[config.mk]
export PLATFORM = sky130hd
export DESIGN_NAME = qte_isqrt
export DESIGN_NICKNAME = d
export VERILOG_FILES = /design/src/qte_pkg.sv /design/src/qte_isqrt.sv
export SDC_FILE = /design/constraint.sdc
export NUM_CORES = 2
export LEC_CHECK = 0
export BUFFER_PORTS_ARGS = -buffer_cell sky130_fd_sc_hd__buf_2
export CAP_MARGIN = 30
export CORE_AREA = 2 2 479 481
export CTS_BUF_LIST = sky130_fd_sc_hd__clkbuf_8
export CTS_CLUSTER_DIAMETER = 150
export CTS_CLUSTER_SIZE = 28
export DETAILED_ROUTE_END_ITERATION = 10
export DIE_AREA = 0 0 481 483
export GPL_TIMING_DRIVEN = 0
export PLACE_DENSITY = 0.71
export SLEW_MARGIN = 20
export SYNTH_ARGS = -nofsm -noshare
export SYNTH_HDL_FRONTEND = slang
export SYNTH_SLANG_ARGS = --single-unit
[constraint.sdc]
create_clock -name clk_i -period 9.5 [get_ports clk_i]
set_input_delay 0.95 -clock clk_i [delete_from_list [all_inputs] [get_ports clk_i]]
set_output_delay 0.95 -clock clk_i [all_outputs]
set_load 0.01 [all_outputs]
[src/qte_pkg.sv]
`timescale 1ns / 1ps
// ----------------------------------------------------------------------------
// qte_pkg
// Shared types, constants and the arctangent table of the quaternion to
// Euler angle converter.
// ----------------------------------------------------------------------------
package qte_pkg;

  // CORDIC vector width: the Q.28 arguments grow by the CORDIC gain.
  localparam int CW = 38;
  // Angle accumulator width, Q.30 radians.
  localparam int ZW = 34;
  // Square root: one result bit per stage, radicand up to 2^56.
  localparam int SQ_STAGES = 29;
  localparam int RW = 58;

  localparam logic signed [ZW-1:0] HALF_PI_Q30 = 34'sd1686629713;
  localparam logic signed [17:0] PI_Q13 = 18'sd25736;
  localparam logic signed [17:0] HALF_PI_Q13 = 18'sd12868;
  localparam logic signed [33:0] ONE_Q28 = 34'sd268435456;

  typedef logic signed [CW-1:0] cval_t;
  typedef logic signed [ZW-1:0] zval_t;

  typedef struct packed {
    logic signed [33:0] ax_num;
    logic signed [33:0] ax_den;
    logic signed [33:0] az_num;
    logic signed [33:0] az_den;
    logic signed [29:0] s;
  } args_t;

  // atan(2^-i) in Q.30, truncated.
  function automatic logic [31:0] atan_q30(input int i);
    logic [31:0] a;
    case (i)
      0: a = 32'h3243F6A8;
      1: a = 32'h1DAC6705;
      2: a = 32'h0FADBAFC;
      3: a = 32'h07F56EA6;
      4: a = 32'h03FEAB76;
      5: a = 32'h01FFD55B;
      6: a = 32'h00FFFAAA;
      7: a = 32'h007FFF55;
      8: a = 32'h003FFFEA;
      9: a = 32'h001FFFFD;
      10: a = 32'h000FFFFF;
      11: a = 32'h0007FFFF;
      12: a = 32'h0003FFFF;
      13: a = 32'h0001FFFF;
      14: a = 32'h0000FFFF;
      15: a = 32'h00007FFF;
      16: a = 32'h00003FFF;
      17: a = 32'h00001FFF;
      18: a = 32'h00000FFF;
      19: a = 32'h000007FF;
      20: a = 32'h000003FF;
      21: a = 32'h000001FF;
      22: a = 32'h000000FF;
      23: a = 32'h0000007F;
      24: a = 32'h0000003F;
      25: a = 32'h0000001F;
      26: a = 32'h0000000F;
      27: a = 32'h00000007;
      28: a = 32'h00000003;
      29: a = 32'h00000001;
      default: a = 32'h00000000;
    endcase
    return a;
  endfunction

endpackage

[src/qte_isqrt.sv]
`timescale 1ns / 1ps
// ----------------------------------------------------------------------------
// qte_isqrt
// Pipelined floor square root of 2^56 - sq, one result bit per stage.
// ----------------------------------------------------------------------------
module qte_isqrt (
  input  logic        clk_i,
  input  logic        en_i,
  input  logic [56:0] sq_i,
  output logic [28:0] root_o
);
  import qte_pkg::*;

  logic [RW-1:0] rem_q  [SQ_STAGES+1];
  logic [RW-1:0] root_q [SQ_STAGES+1];

  always_ff @(posedge clk_i) begin
    if (en_i) begin
      rem_q[0]  <= (RW'(1) << 56) - RW'(sq_i);
      root_q[0] <= '0;
    end
  end

  for (genvar k = 0; k < SQ_STAGES; k++) begin : g_stage
    localparam int BITPOS = 2 * (SQ_STAGES - 1 - k);
    logic [RW-1:0] trial;
    logic [RW-1:0] rem_d, root_d;

    always_comb begin
      trial = root_q[k] + (RW'(1) << BITPOS);
      if (rem_q[k] >= trial) begin
        rem_d  = rem_q[k] - trial;
        root_d = (root_q[k] >> 1) + (RW'(1) << BITPOS);
      end else begin
        rem_d  = rem_q[k];
        root_d = root_q[k] >> 1;
      end
    end

    always_ff @(posedge clk_i) begin
      if (en_i) begin
        rem_q[k+1]  <= rem_d;
        root_q[k+1] <= root_d;
      end
    end
  end

  assign root_o = root_q[SQ_STAGES][28:0];

endmodule

* After elaboration in Yosys (flattened, before gate mapping)
Memories as Yosys holds them, arrays and structs flattened.
Index checks and enable logic that the tools add are counted.
W data, S select, Z words.
** Cells by class
- Add/sub/neg operators :: 88
- Magnitude comparators :: 29
- Multiplexer cells :: 60
** Operators by type and width (count)
- $mux W58 :: 58
- $ge A58 B58 Y1 :: 29
- $sub A58 B58 Y58 :: 29
- $add A57 B1 Y58 const B :: 1
- $add A57 B11 Y58 const B :: 1
- $add A57 B13 Y58 const B :: 1
- $add A57 B15 Y58 const B :: 1
- $add A57 B17 Y58 const B :: 1
- $add A57 B19 Y58 const B :: 1
- $add A57 B21 Y58 const B :: 1
- $add A57 B23 Y58 const B :: 1
- $add A57 B25 Y58 const B :: 1
- $add A57 B27 Y58 const B :: 1
- $add A57 B29 Y58 const B :: 1
- $add A57 B3 Y58 const B :: 1
- $add A57 B31 Y58 const B :: 1
- $add A57 B33 Y58 const B :: 1
- $add A57 B35 Y58 const B :: 1
- $add A57 B37 Y58 const B :: 1
- $add A57 B39 Y58 const B :: 1
- $add A57 B41 Y58 const B :: 1
- $add A57 B43 Y58 const B :: 1
- $add A57 B45 Y58 const B :: 1
- $add A57 B47 Y58 const B :: 1
- other kinds (39) :: 40
** Storage, ports and cells
- Bits in registers :: 0
- Bits in writable memories :: 3480
- Bits of input ports :: 59
- Word-level logic and storage cells :: 179
- Memories :: 2
** Memories
- rem_q :: words 30, bits a word 58, read ports 29, clocked after memory_dff 0, write ports 30, RTL line qte_isqrt.sv:14 : logic [RW-1:0] rem_q [SQ_STAGES+1];
- root_q :: words 30, bits a word 58, read ports 30, clocked after memory_dff 0, write ports 30, RTL line qte_isqrt.sv:15 : logic [RW-1:0] root_q [SQ_STAGES+1];

* Longest topological paths before layout
- Word-level depth :: 3
- Gate-level depth with buffers :: 15
- Depth with buffers taken out :: 13

* Worst setup path before layout
No wires, ideal clock.
- Path type :: input -> register
- Start point :: input sq_i[7]
- End point :: memory rem_q[0][49] (data pin)
- Setup time :: 0.256 ns
- Arrival :: 3.531 ns
- Setup slack :: 5.713 ns
- Cell stages on the path :: 8
- Cell sequence :: or4_1 or4_1 or2_2 nor3_1 and2_1 nand2_1 or3_1 xor2_1
** RTL lines
- start: declaration :: RTL line qte_isqrt.sv:9 : input logic [56:0] sq_i,
- end: declaration :: RTL line qte_isqrt.sv:14

==> run_results.csv <==
group,metric,value,unit
status,status,"finished clean",
sta,period_needed,5.24,ns
yosys,synth.mux.area_fraction,0.901,%
cts,cts_max_level,3,
sta,worstMarginPinSlew,1.06,ns
yosys,synthArstFlopShare,0,%
grt,grt_max_degree,160,
yosys,synth_compound_area_share,9.19,%
yosys,yosys_warnings,0,
finish,final_cell_mix,"edfxtp_1, nor2_1, inv_1, a21oi_1, nand2_1",
cts,cts_buffer_depth,3,
power_and_ir_drop,power.density,202,nW/um2
place,io_buffers,87,
cts,clock-sinks,2117,
grt,grt_pass1_wl,374000,um
cts,cts_tree,"done",
floorplanning,num_rows,175,
grt,grt_pass1_vias,65000,
setup_path,path_class,"flip-flop to flip-flop",
yosys,synth_top_family_by_area,"simple AND/OR/NAND/NOR gates",
finish,area_growth,6.03,%
route,drt_wl_total,247000,um
route,vias,63900,
setup_path,worst_path_max_delay_cell,"clkbuf_1",
yosys,synthSimpleGateAreaFrac,12.3,%
yosys,yosys.area_share.adder,5.67,%
sta,rsz0062_at_grt,"false",
setup_path,critPathCaptureType,"flip-flop",
grt,grt_use_total,20.9,%
yosys,syn_inst,8116,
sta,hold_violations,0,
grt,busiest_layer,"met2",
power_and_ir_drop,leakage,39.5,nW
yosys,synth_edf_count,2117,
grt,grt.met3_usage,2.18,%
setup_path,max_stage_delay,0.59,ns
cts,clock_latency,0.97,ns
yosys,synth.avg_cell_area,12.5,um2
setup_path,cp.required,10.19,ns
floorplanning,die-width,481,um
place,dpl_worst_slack,4.01,ns
route,drt-wirelength-per-cell,21.8,um
yosys,synth_fp_nets,8636,
yosys,yosysSeqAreaShare,62.5,%
yosys,ys_ff_latch,2117,
route,dr.first_iter.drc_count,4670,
grt,grt-ovfl-total,0,
cts,post_cts_buffers,0,
finish,nets,8845,
yosys,synthDistinctLibCells,84,
sta,fin_skew,0.0767,ns
cts,ctsResizeCount,0,
route,drc,0,
finish,final_common_cell,"edfxtp_1",
sta,fin_ws,4.26,ns
route,drtAntennaViolNets,0,
sta,drv_slew,0,
grt,antenna_found_initial,3,
route,vias_per_cell,5.63,
place,hpwl,193000,um
floorplanning,coreArea,227000,um2
cts,cts_buffers,85,
sta,setup_viol,0,
cts,path_clk_slew,0.17,ns
power_and_ir_drop,ir_drop,0.000134,V
finish,drive_above_1_share,4.66,%
sta,max_clock_freq,191,MHz
flow_run,maxCapViolCount,0,
hold_path,hold_path_class,"input pin to flip-flop",
route,first_pass_iters,7,
place,place.gp.congestion,1.03,
setup_path,path_max_fanout,10,
floorplanning,start_util,44.8,%
cts,cts_root_buf,"clkbuf_8",
sta,finalCritPeriodShare,55.2,%
setup_path,worstPathArrival,5.93,ns
yosys,synth_ff_type,"edfxtp_1",
sta,relSlewSlack,28.6,%
grt,met1_usage,20.6,%
yosys,syn-cell-area,102000,um2
yosys,synth_xor_area_share,6.56,%
floorplanning,num_io_pins,88,
grt,met2_usage,40.8,%
setup_path,crit_chain,"ha_1 -> nand2_1 -> nor2_1 -> nand3_1 -> nor2_1 -> nand4_1 -> o211ai_1 -> nor2_1 -> clkbuf_1 -> inv_1 -> clkbuf_1 -> buf_6 -> clkbuf_1 -> a21oi_1",
setup_path,critPathLaunchType,"flip-flop",
floorplanning,die_h,483,um
floorplanning,die-area,232000,um2
sta,tns,0,ns
cts,hold_buffers,0,
[where the power goes]
part,internal [mW],switching (mW)
clock network,0.873,2.61
registers,11.8,0.889
logic,2.20,3.45
[layer usage]
metal | up-vias | share of wire (%)
met5 | - | 0.011
met4 | 4 | 7.5
met3 | 600 | 3.0
met2 | 1623 | 55
met1 | 31100 | 35
li1 | 30500 | -
[final cells by class]
type	instances	area [um2]
fill	19800	119000
sequential	2117	63600
multi-input combinational	5243	35300
tap	3009	3760
inverter	588	2210
clock buffer	85	1170
timing repair buffer	122	988
buffer	168	678
clock inverter	10	159
antenna	1	2.50
[kinds of logic after synthesis]
logic type | count (synthesis)
AO/OA/AOI/OAI | 1509
XOR/XNOR | 761
adder cells (fa/ha/maj) | 461
buffers and inverters | 756
flip-flops | 2117
multiplexers | 82
AND/OR/NAND/NOR | 2430
[through the flow]
step	util (%)	std cells	power (mW)	hold WS, ns	instance area [um2]
3_5_place_dp	46.9	11200	18.4	0.405	106000
3_3_place_gp	46.7	11200	18.9	0.405	106000
6_report	47.5	11300	21.8	0.232	108000
2_1_floorplan	-	8116	16.4	0.400	102000
4_1_cts	47.5	11300	21.8	0.125	108000
5_1_grt	47.5	11300	22.8	0.137	108000
[cell usage after synthesis, types with 16 or more instances]
| cell type | n | area share (%) |
|---|---|---|
| inv_1 | 586 | 2.2 |
| edfxtp_1 | 2117 | 63 |
| o21a_1 | 107 | 0.79 |
| xnor2_1 | 436 | 3.8 |
| and3_1 | 45 | 0.28 |
| clkbuf_1 | 143 | 0.53 |
| o211ai_1 | 32 | 0.24 |
| nand4_1 | 129 | 0.79 |
| o21bai_1 | 44 | 0.32 |
| nor3b_1 | 16 | 0.12 |
| nand2b_1 | 82 | 0.50 |
| a21o_1 | 203 | 1.5 |
| nand4b_1 | 25 | 0.22 |
| nand3_1 | 134 | 0.66 |
| nand3b_1 | 30 | 0.22 |
| o31ai_1 | 31 | 0.23 |
| o21ai_0 | 325 | 1.6 |
| and2_1 | 28 | 0.17 |
| mux2_2 | 76 | 0.84 |
| nor2b_1 | 53 | 0.33 |
| ha_1 | 461 | 5.7 |
| a21oi_1 | 516 | 2.5 |
| xor2_1 | 325 | 2.8 |
| a31oi_1 | 57 | 0.35 |
| nor4_1 | 286 | 1.8 |
| or4_1 | 59 | 0.44 |
| nand2_1 | 472 | 1.7 |
| or3_1 | 83 | 0.51 |
| or2_2 | 40 | 0.25 |
| a211oi_1 | 42 | 0.31 |
| a21boi_0 | 19 | 0.14 |
| nor3_1 | 249 | 1.2 |
| nor2_1 | 603 | 2.2 |
| nor4b_1 | 44 | 0.38 |
[path summary, 6_finish.rpt]
path,startpoint,to,slack [ns],depth (start not counted)
worst max-delay path,rem_q[1][660],rem_q[1][726],4.26,14
worst min-delay path,sq_i[0],rem_q[0][0],0.23,1
worst max register to register,rem_q[1][660],rem_q[1][726],4.26,14
worst min register to register,rem_q[0][524],rem_q[0][582],0.41,0
[critical path: cells and delay by family, from the launching register on]
kind	cells	cell delay, ns
flops	1	0.43
buf+inv	5	1.89
simple gates	6	1.58
compound gates	2	0.60
fa+ha+maj	1	0.44
[sequential cells by signal (all words and copies together), names as in the netlist]
name    count
root_q    435
rem_q    1682
Note: power is estimated with default switching activity, not from simulation.
